### config.mk
export PLATFORM = sky130hd
export DESIGN_NAME = double_ended_queue
export DESIGN_NICKNAME = d
export VERILOG_FILES = /design/src/hw/rtl/deq_pkg.sv /design/src/hw/rtl/deq_front.sv /design/src/hw/rtl/deq_back.sv /design/src/hw/rtl/double_ended_queue.sv
export SDC_FILE = /design/constraint.sdc
export NUM_CORES = 1
export LEC_CHECK = 0
export BUFFER_PORTS_ARGS = -buffer_cell sky130_fd_sc_hd__buf_4
export CELL_PAD_IN_SITES_DETAIL_PLACEMENT = 1
export CELL_PAD_IN_SITES_GLOBAL_PLACEMENT = 2
export CORE_MARGIN = 10
export CORE_UTILIZATION = 49
export DETAILED_ROUTE_END_ITERATION = 6
export PLACE_DENSITY = 0.81
export REMOVE_ABC_BUFFERS = 1
export SLEW_MARGIN = 20
export SYNTH_ARGS = -nofsm -noshare
export SYNTH_HDL_FRONTEND = slang
export SYNTH_SLANG_ARGS = --single-unit
export TNS_END_PERCENT = 10
### constraint.sdc
create_clock -name clk -period 14.11 [get_ports clk]
set_input_delay 2.822 -clock clk [delete_from_list [all_inputs] [get_ports clk]]
set_output_delay 2.822 -clock clk [all_outputs]
set_load 0.05 [all_outputs]
### src/hw/rtl/deq_pkg.sv
`timescale 1ns / 1ps

package deq_pkg;

  // Field widths of the request and result
  localparam int unsigned DATA_W   = 32;
  localparam int unsigned MODE_W   = 2;
  localparam int unsigned STATUS_W = 2;
  localparam int unsigned OCC_W    = 5;

  // Default ring depth
  localparam int unsigned DEF_DEPTH = 16;

  // Request operation codes
  typedef enum logic [MODE_W-1:0] {
    MODE_INS_FRONT = 2'd0,
    MODE_INS_BACK  = 2'd1,
    MODE_REM_FRONT = 2'd2,
    MODE_REM_BACK  = 2'd3
  } mode_t;

  // Result status codes
  typedef enum logic [STATUS_W-1:0] {
    ST_DONE  = 2'd0,
    ST_EMPTY = 2'd1,
    ST_FULL  = 2'd2
  } status_t;

  // Decoded command handed from front to back
  typedef struct packed {
    logic              is_ins;
    logic              at_front;
    logic [DATA_W-1:0] value;
  } cmd_t;

  // Back-end sequencer states
  typedef enum logic {
    BK_IDLE = 1'b0,
    BK_READ = 1'b1
  } back_state_t;

endpackage

### src/hw/rtl/deq_front.sv
`timescale 1ns / 1ps

// Accepts requests, decodes the operation and buffers decoded commands
// in a two-entry queue toward the back end.
module deq_front (
  input  logic                       clk,
  input  logic                       rst_n,
  input  logic                       in_tvalid,
  output logic                       in_tready,
  input  logic [deq_pkg::DATA_W-1:0] in_tdata,
  input  logic [deq_pkg::MODE_W-1:0] in_tuser,
  output logic                       cmd_valid,
  input  logic                       cmd_ready,
  output deq_pkg::cmd_t              cmd
);

  deq_pkg::cmd_t q_data_r [2];
  logic          wr_ptr_r, wr_ptr_nxt;
  logic          rd_ptr_r, rd_ptr_nxt;
  logic [1:0]    cnt_r, cnt_nxt;
  logic          push, pop;
  deq_pkg::cmd_t dec;

  // Decode the operation code
  always_comb begin
    dec.value = in_tdata;
    unique case (deq_pkg::mode_t'(in_tuser))
      deq_pkg::MODE_INS_FRONT: begin dec.is_ins = 1'b1; dec.at_front = 1'b1; end
      deq_pkg::MODE_INS_BACK:  begin dec.is_ins = 1'b1; dec.at_front = 1'b0; end
      deq_pkg::MODE_REM_FRONT: begin dec.is_ins = 1'b0; dec.at_front = 1'b1; end
      deq_pkg::MODE_REM_BACK:  begin dec.is_ins = 1'b0; dec.at_front = 1'b0; end
      default:                 begin dec.is_ins = 1'b0; dec.at_front = 1'b0; end
    endcase
  end

  assign in_tready = (cnt_r != 2'd2);
  assign push      = in_tvalid & in_tready;
  assign cmd_valid = (cnt_r != 2'd0);
  assign pop       = cmd_valid & cmd_ready;
  assign cmd       = q_data_r[rd_ptr_r];

  // Queue pointers and fill count
  always_comb begin
    wr_ptr_nxt = push ? ~wr_ptr_r : wr_ptr_r;
    rd_ptr_nxt = pop  ? ~rd_ptr_r : rd_ptr_r;
    cnt_nxt    = cnt_r + {1'b0, push} - {1'b0, pop};
  end

  always_ff @(posedge clk) begin
    if (!rst_n) begin
      wr_ptr_r <= 1'b0;
      rd_ptr_r <= 1'b0;
      cnt_r    <= 2'd0;
    end else begin
      wr_ptr_r <= wr_ptr_nxt;
      rd_ptr_r <= rd_ptr_nxt;
      cnt_r    <= cnt_nxt;
    end
  end

  // Queue storage
  always_ff @(posedge clk) begin
    if (push) begin
      q_data_r[wr_ptr_r] <= dec;
    end
  end

endmodule

### src/hw/rtl/deq_back.sv
`timescale 1ns / 1ps

// Executes decoded commands against the ring buffer and drives the
// result register.
module deq_back #(
  parameter int unsigned DEPTH = deq_pkg::DEF_DEPTH
) (
  input  logic                 clk,
  input  logic                 rst_n,
  input  logic                 cmd_valid,
  output logic                 cmd_ready,
  input  deq_pkg::cmd_t        cmd,
  output logic                 out_tvalid,
  input  logic                 out_tready,
  output logic [39:0]          out_tdata
);

  localparam int unsigned AW = $clog2(DEPTH);
  localparam int unsigned CW = $clog2(DEPTH + 1);
  localparam int unsigned SW = CW + 1;

  logic [deq_pkg::DATA_W-1:0] mem [DEPTH];
  logic [deq_pkg::DATA_W-1:0] rd_data_r;

  deq_pkg::back_state_t state_r, state_nxt;
  logic [AW-1:0] front_r, front_nxt;
  logic [CW-1:0] count_r, count_nxt;

  logic                       out_valid_r, out_valid_nxt;
  logic [deq_pkg::DATA_W-1:0] out_val_r, out_val_nxt;
  deq_pkg::status_t           out_st_r, out_st_nxt;
  logic [deq_pkg::OCC_W-1:0]  out_occ_r, out_occ_nxt;

  logic                       wr_en;
  logic [AW-1:0]              wr_addr;
  logic [AW-1:0]              rd_addr;
  logic                       slot_free;
  logic                       full, empty;
  logic [AW-1:0]              front_dec, front_inc;
  logic [SW-1:0]              sum_tail, sum_last;
  logic [AW-1:0]              pos_tail, pos_last;
  logic [CW+deq_pkg::OCC_W-1:0] occ_ext;

  // Ring position arithmetic
  always_comb begin
    front_dec = (front_r == '0) ? AW'(DEPTH - 1) : front_r - 1'b1;
    front_inc = (front_r == AW'(DEPTH - 1)) ? '0 : front_r + 1'b1;
    sum_tail  = SW'(front_r) + SW'(count_r);
    sum_last  = sum_tail - 1'b1;
    pos_tail  = (sum_tail >= SW'(DEPTH)) ? AW'(sum_tail - SW'(DEPTH)) : AW'(sum_tail);
    pos_last  = (sum_last >= SW'(DEPTH)) ? AW'(sum_last - SW'(DEPTH)) : AW'(sum_last);
  end

  assign full      = (count_r == CW'(DEPTH));
  assign empty     = (count_r == '0);
  assign slot_free = ~out_valid_r | out_tready;

  // Sequencer: inserts and flagged requests finish at once, removals
  // pass through BK_READ for the registered ring read.
  always_comb begin
    state_nxt     = state_r;
    front_nxt     = front_r;
    count_nxt     = count_r;
    cmd_ready     = 1'b0;
    wr_en         = 1'b0;
    wr_addr       = pos_tail;
    rd_addr       = front_r;
    out_valid_nxt = out_valid_r & ~out_tready;
    out_val_nxt   = out_val_r;
    out_st_nxt    = out_st_r;
    occ_ext       = '0;
    out_occ_nxt   = out_occ_r;
    unique case (state_r)
      deq_pkg::BK_IDLE: begin
        if (cmd_valid && slot_free) begin
          cmd_ready = 1'b1;
          if (cmd.is_ins) begin
            out_valid_nxt = 1'b1;
            out_val_nxt   = '0;
            if (full) begin
              out_st_nxt = deq_pkg::ST_FULL;
            end else begin
              out_st_nxt = deq_pkg::ST_DONE;
              wr_en      = 1'b1;
              count_nxt  = count_r + 1'b1;
              if (cmd.at_front) begin
                wr_addr   = front_dec;
                front_nxt = front_dec;
              end else begin
                wr_addr = pos_tail;
              end
            end
          end else if (empty) begin
            out_valid_nxt = 1'b1;
            out_val_nxt   = '0;
            out_st_nxt    = deq_pkg::ST_EMPTY;
          end else begin
            count_nxt = count_r - 1'b1;
            state_nxt = deq_pkg::BK_READ;
            if (cmd.at_front) begin
              rd_addr   = front_r;
              front_nxt = front_inc;
            end else begin
              rd_addr = pos_last;
            end
          end
          occ_ext     = {{deq_pkg::OCC_W{1'b0}}, count_nxt};
          out_occ_nxt = occ_ext[deq_pkg::OCC_W-1:0];
        end
      end
      deq_pkg::BK_READ: begin
        // slot was freed when the removal started
        out_valid_nxt = 1'b1;
        out_val_nxt   = rd_data_r;
        out_st_nxt    = deq_pkg::ST_DONE;
        state_nxt     = deq_pkg::BK_IDLE;
      end
      default: begin
        state_nxt = deq_pkg::BK_IDLE;
      end
    endcase
  end

  always_ff @(posedge clk) begin
    if (!rst_n) begin
      state_r     <= deq_pkg::BK_IDLE;
      front_r     <= '0;
      count_r     <= '0;
      out_valid_r <= 1'b0;
    end else begin
      state_r     <= state_nxt;
      front_r     <= front_nxt;
      count_r     <= count_nxt;
      out_valid_r <= out_valid_nxt;
    end
  end

  // Result payload
  always_ff @(posedge clk) begin
    out_val_r <= out_val_nxt;
    out_st_r  <= out_st_nxt;
    out_occ_r <= out_occ_nxt;
  end

  // Ring storage, registered read
  always_ff @(posedge clk) begin
    if (wr_en) begin
      mem[wr_addr] <= cmd.value;
    end
    rd_data_r <= mem[rd_addr];
  end

  assign out_tvalid = out_valid_r;
  assign out_tdata  = {1'b0, out_occ_r, out_st_r, out_val_r};

endmodule

### src/hw/rtl/double_ended_queue.sv
// Inserts and flagged requests get their result registered once the back end
// accepts them; a removal first passes through BK_READ for the ring read.
// Throughput: one request per cycle for inserts and flagged requests while
// out_tready allows; in a removal's BK_READ state no new request is taken.
// Reset: synchronous active-low rst_n empties the queue and command buffer;
// ring contents are not cleared and need no clearing pass.
`timescale 1ns / 1ps

module double_ended_queue #(
  parameter int unsigned DEPTH = deq_pkg::DEF_DEPTH
) (
  input  logic        clk,
  input  logic        rst_n,
  input  logic        in_tvalid,
  output logic        in_tready,
  input  logic [31:0] in_tdata,   // [31:0] value
  input  logic [1:0]  in_tuser,   // [1:0] mode
  output logic        out_tvalid,
  input  logic        out_tready,
  output logic [39:0] out_tdata   // [31:0] removed_value, [33:32] status,
                                  // [38:34] occupancy, [39] zero
);

  logic          cmd_valid;
  logic          cmd_ready;
  deq_pkg::cmd_t cmd;

  // Request intake and decode
  deq_front u_front (
    .clk       (clk),
    .rst_n     (rst_n),
    .in_tvalid (in_tvalid),
    .in_tready (in_tready),
    .in_tdata  (in_tdata),
    .in_tuser  (in_tuser),
    .cmd_valid (cmd_valid),
    .cmd_ready (cmd_ready),
    .cmd       (cmd)
  );

  // Ring buffer execution
  deq_back #(
    .DEPTH (DEPTH)
  ) u_back (
    .clk        (clk),
    .rst_n      (rst_n),
    .cmd_valid  (cmd_valid),
    .cmd_ready  (cmd_ready),
    .cmd        (cmd),
    .out_tvalid (out_tvalid),
    .out_tready (out_tready),
    .out_tdata  (out_tdata)
  );

endmodule

[Yosys cells after proc, flatten, opt, wreduce, memory -nomap -nowiden]
Memories as Yosys holds them, arrays and structs flattened. A register that Yosys moved wholly into a read port is not among the register bits.
Index checks and enable logic that the tools add are counted.
Storage, ports and cells
  bits in registers: 54
  memories kept: 2
  word-level logic and storage cells: 103
  bits of input ports: 38
  output and inout bits: 42
  bits in writable memories: 580
Memory list
  u_back.mem: depth 16, bits a word 32, read ports 1, clocked after Yosys merged registers in 1, wr ports 1, RTL line deq_back.sv:22  | logic [deq_pkg::DATA_W-1:0] mem [DEPTH];
  u_front.q_data_r: depth 2, bits a word 34, read ports 1, clocked after Yosys merged registers in 1, wr ports 1, RTL line deq_front.sv:17  | deq_pkg::cmd_t q_data_r [2];
Operators by class
  add/subtract/negate cells: 10
  reduce and logical (&&, ||, !) cells: 8
  mux-type cells: 52
  equality and inequality tests: 10
  $lt $le $gt $ge: 2
  bitwise logic cells: 9
Operators by type and width (count)
  2-to-1 mux 32 bit: 3
  2-to-1 mux 4 bit: 19
  case mux 32 bit (2 select lines): 1
  2-to-1 mux 1 bit: 18
  2-to-1 mux 5 bit: 3
  greater-or-equal comparator 6 x 5 -> 1 bit (second input constant): 2
  subtractor 4 x 1 -> 4 bit (second input constant): 3
  2-to-1 mux 2 bit: 4
  case mux 2 bit (4 select lines): 1
  adder 4 x 5 -> 6 bit: 1
  != test 2 bit (second input constant): 3
  subtractor 6 x 1 -> 6 bit (second input constant): 1
  adder 5 x 1 -> 5 bit (second input constant): 1
  equality test 5 bit (second input constant): 1
  zero test 5 bit: 1
  NOT 1 bit: 5
  AND reduction 5 bit: 1
  subtractor 5 x 1 -> 5 bit (second input constant): 1
  adder 4 x 1 -> 4 bit (second input constant): 1
  equality test 2 bit (second input constant): 2
  equality test 4 bit (second input constant): 1
  zero test 4 bit: 1
  case mux 1 bit (2 select lines): 2
  case mux 2 bit (2 select lines): 1
  other kinds (11): 14

[Depth between registers and ports, before layout]
  depth after elaboration: 9
  depth in mapped cells: 13
  depth with buffers taken out: 9

[Cells and area by module]
From an unflattened synthesis, not the netlist that was laid out.
Second synthesis, totals
  cells, all modules: 1689
  area, all modules: 25953.6 sq um
Modules (own cells, without submodules)
  deq_back: area each 23219.8 sq um, cells each 1552, times used 1, sequential area each 17406.7 sq um
  deq_front: area each 2733.9 sq um, cells each 137, times used 1, sequential area each 2142.1 sq um

[Worst setup path before layout]
No wires, ideal clock.
  kind: input-to-reg
  from: in out_tready
  to: mem u_back.mem[0][0] in the netlist's numbering (enable)
  arrival: 6.464 ns
  buffers on the path: 1
  setup time: 0.461 ns
  slack: 7.185 ns
  stages: 8
  required time: 13.649 ns
  cell sequence: nor2b_1 > nor3_4 > and3_1 > nand2b_1 > buf_2 > mux2_2 > or2_1 > nor3_1
On the way
  longest elaborated chain between the ends: 6
  elaborated cells on any way between the ends: 8
  those cells by class: 6 x mux; 1 x bitwise; 1 x reduce/logical
Ends and longest elaborated chain
  from (decl): RTL line double_ended_queue.sv:19  | input logic out_tready,
  bitwise OR 1 bit (*): RTL line deq_back.sv:56  | assign slot_free = ~out_valid_r | out_tready;
  logical AND 1 bit (*): RTL line deq_back.sv:75  | if (cmd_valid && slot_free) begin
  2-to-1 mux 1 bit: RTL line deq_back.sv:75
  2-to-1 mux 1 bit: RTL line deq_back.sv:73  | unique case (state_r)
  2-to-1 mux 1 bit: RTL line deq_back.sv:147  | if (wr_en) begin
  2-to-1 mux 1 bit (implied by the code): RTL line deq_back.sv:148  | mem[wr_addr] <= cmd.value;
  to (decl): RTL line deq_back.sv:22
Mark *: on every way between the ends. The rest lies on a longest branch, timed or not.

[Final worst setup path]
  from: in out_tready
  to: reg u_back.rd_data_r[8] in the netlist's numbering, read port of u_back.mem
On the way
  longest elaborated chain between the ends: 4
Ends and longest elaborated chain
  bitwise OR 1 bit: RTL line deq_back.sv:56
  logical AND 1 bit: RTL line deq_back.sv:75
  2-to-1 mux 4 bit: RTL line deq_back.sv:75
  2-to-1 mux 4 bit: RTL line deq_back.sv:73
  to (decl): RTL line deq_back.sv:23  | logic [deq_pkg::DATA_W-1:0] rd_data_r;
No other way between the ends.
A chain may end at the register's enable or synchronous reset.

==> metrics.csv <==
stage,metric,value,unit
outcome,status,finished clean,
floorplanning,core footprint,52800,sq um
floorplanning,row cnt,84,
worst_setup_path,slowest CP cell,buf_4,
cells_and_area,"most common cell after layout, fill and taps aside",edfxtp_1,
worst_setup_path,worst-path fanout max,107,
worst_setup_path,CP required,14580,ps
sta,Setup WS post-layout,8170,ps
synth,"Avg Cell Area, Syn",15.3,sq um
flow_run,max_cap viols,0,
worst_setup_path,Worst path max stage delay,690,ps
worst_setup_path,R2R depth,10,
floorplanning,Die Area,63100,sq um
power_and_ir_drop,leakage,10.1,nW
power_and_ir_drop,Power Density,226,nW/um^2
synth,YS warnings,0,
route,via/cell ratio,6.08,
cells_and_area,Final #Nets,1832,
global_route,final global-route overflow total,0,
worst_setup_path,"setup slack, reg-to-reg",9340,ps
clock_network,TritonCTS Buffers,69,
worst_setup_path,top cell family by delay on the critical path,buffers and inverters,
route,vias,15400,
global_route,initial antenna violation count,1,
route,DRC Markers,0,
global_route,total track usage,0.215,
sta,Slew headroom,0.270,
worst_setup_path,most frequent CP cell,buf_4,
worst_setup_path,Worst Setup SP,out_tready,
clock_network,Clock Sinks,667,
synth,ys flop type,edfxtp_1,
worst_setup_path,WS Path Type,primary input to flip-flop,
place,GPL Wtd Cong,0.756,
sta,RSZ-0062 raised after global routing,no,
clock_network,CTS resizes,0,
synth,Synth Cell Area,26200,sq um
sta,Hold Fails Final Rpt,0,
power_and_ir_drop,Overall Power,6.70,mW
route,Routed Antenna Nets,0,
worst_hold_path,hold crit path type,flip-flop to flip-flop,
clock_network,Root Driver,clkbuf_16,
sta,Slew Limit Fails,0,
floorplanning,I/O pin total,80,
global_route,first-pass GRT wire length,103000,microns
worst_setup_path,Worst EP arrival,6410,ps
cells_and_area,fin cells,2526,
cells_and_area,antenna cell count,0,
route,Iter 0 DRT Violations,1423,
clock_network,Post-CTS Setup Bufs,0,
clock_network,hold buffer count at CTS,0,
sta,# setup viols final,0,
sta,setup total negative slack,0,ps
cells_and_area,final core occ,0.563,
clock_network,H-tree lvl count,3,
synth,register area share after synthesis,0.747,
route,Post-Route WL,68200,microns
place,Cells after DPL,2399,
worst_setup_path,Critical Path Stages,10,
cells_and_area,most frequent cells in the layout,"edfxtp_1, nand2_1, a21oi_1",
synth,Post-synth EDFFs,619,
worst_hold_path,Cells on Worst Hold Path,1,
sta,Setup Skew,37.4,ps
clock_network,CTS max path bufs,3,
global_route,largest net degree at the start of global routing,108,
synth,#FFs+latches synth,667,
sta,Tcrit/Tclk final,0.421,
worst_setup_path,CP Capture Type,flip-flop,
floorplanning,Die Ht,251,microns
synth,async set or reset register ratio after synthesis,0,
sta,Worst Tran Pin Value,1090,ps
sta,max frequency,168,MHz
clock_network,CTS tree,done,
place,DP Worst Slack,7540,ps
cells_and_area,layout cells sized above 1,0.169,
place,placed inst area,27500,sq um
synth,distinct cell type count after synthesis,59,
route,WL per Instance,27.0,microns
sta,Hold Slack,510,ps
floorplanning,initial core utilization,0.496,
cells_and_area,post-route design area,29700,sq um
floorplanning,Die W,251,microns
route,drt pass-1 iters,5,
place,placed wire-length estimate,36800,microns
cells_and_area,Area growth syn-to-layout,13.5,%
worst_setup_path,Buf/Inv on CP,3,
synth,Synth Instances,1713,
place,port buffer count,78,
power_and_ir_drop,Peak VDD IR,0.125,mV
clock_network,Clock Pin Slew Worst Setup and Hold Paths,60,ps
sta,fin crit period,5940,ps
worst_setup_path,Setup crit start kind,primary input,
clock_network,worst skew pair latency,620,ps
worst_hold_path,min-delay src,u_back.rd_data_r[29],
worst_setup_path,worst path cell trace,buf_4 > nand2b_1 > nand4_1 > o21ai_4 > buf_4 > nand2_8 > buf_4 > mux2_1 > o211ai_1 > nand4_1,
global_route,vias in the first global route,16600,
## metal layers
layer	wire length [microns]	vias to the layer above	GRT usage
li1	-	6773	-
met1	29300	8059	0.284
met2	33700	416	0.360
met3	3360	106	0.0301
met4	1810	2	0.0762
met5	20	-	0
## power breakdown
group / switching [mW] / internal (mW) / leakage, nW
Clock: 0.752 / 1.03 / 1.09
Sequential: 0.109 / 2.59 / 6.03
Combinational: 1.58 / 0.644 / 3.02
Total: 2.44 / 4.26 / 10.1
## synth_stat cells, types with 19 or more instances
library cell  number  area, sq um
clkbuf_1          38          143
nand3_1          134          671
a221o_1           64          641
buf_2             59          295
nor3_1            19         95.1
edfxtp_1         619        18600
nand4_1           33          206
o21ai_0           68          340
a21oi_1          140          701
nand2_1          144          541
mux2_2            46          518
dfxtp_1           48          961
o211ai_1          64          480
mux2_1            53          597
and2_1            41          257
## worst paths after layout
| kind | to |
|---|---|
| hold reg to reg | u_back.out_val_r[29] |
| setup reg to reg | u_back.rd_data_r[8] |
| setup / recovery | u_back.rd_data_r[8] |
| hold / removal | u_back.out_val_r[29] |
## cell type report
class | count | area [sq um]
Fill cell | 4902 | 23000
Inverter | 14 | 52.6
Timing Repair Buffer | 120 | 901
Multi-Input combinational cell | 910 | 6140
Clock inverter | 26 | 194
Sequential cell | 667 | 19600
Clock buffer | 101 | 2020
Tap cell | 688 | 861
## state kept, by name (all words and copies together), names as in the netlist, 2 cells and up, named ones only
name / flops
u_back.front_r: 4
u_back.count_r: 5
u_back.rd_data_r: 32
u_front.cnt_r: 2
u_back.out_st_r: 2
u_back.mem: 512
u_back.out_occ_r: 5
u_front.q_data_r: 68
u_back.out_val_r: 32
## worst reg2reg max path, delay by kind of cell, from the launching register on
family / cells / cell delay [ps]
mux: 2 / 930
compound gates: 2 / 380
buf+inv: 3 / 1900
simple gates: 3 / 1140
flops: 1 / 310
## logic make-up (layout without fill, tap and decap cells)
kind of cell    after synthesis  count (layout)  share of synthesized area
compound gates              361             361                     0.0904
xor+xnor                     17              17                    0.00621
fa+ha+maj                    12              12                    0.00602
buf+inv                     136             261                     0.0263
flops                       667             667                      0.747
mux                         108             108                     0.0465
other cells                   1               1                   0.000143
simple gates                411             411                     0.0777
No activity file was read; power rests on OpenSTA's default activity.
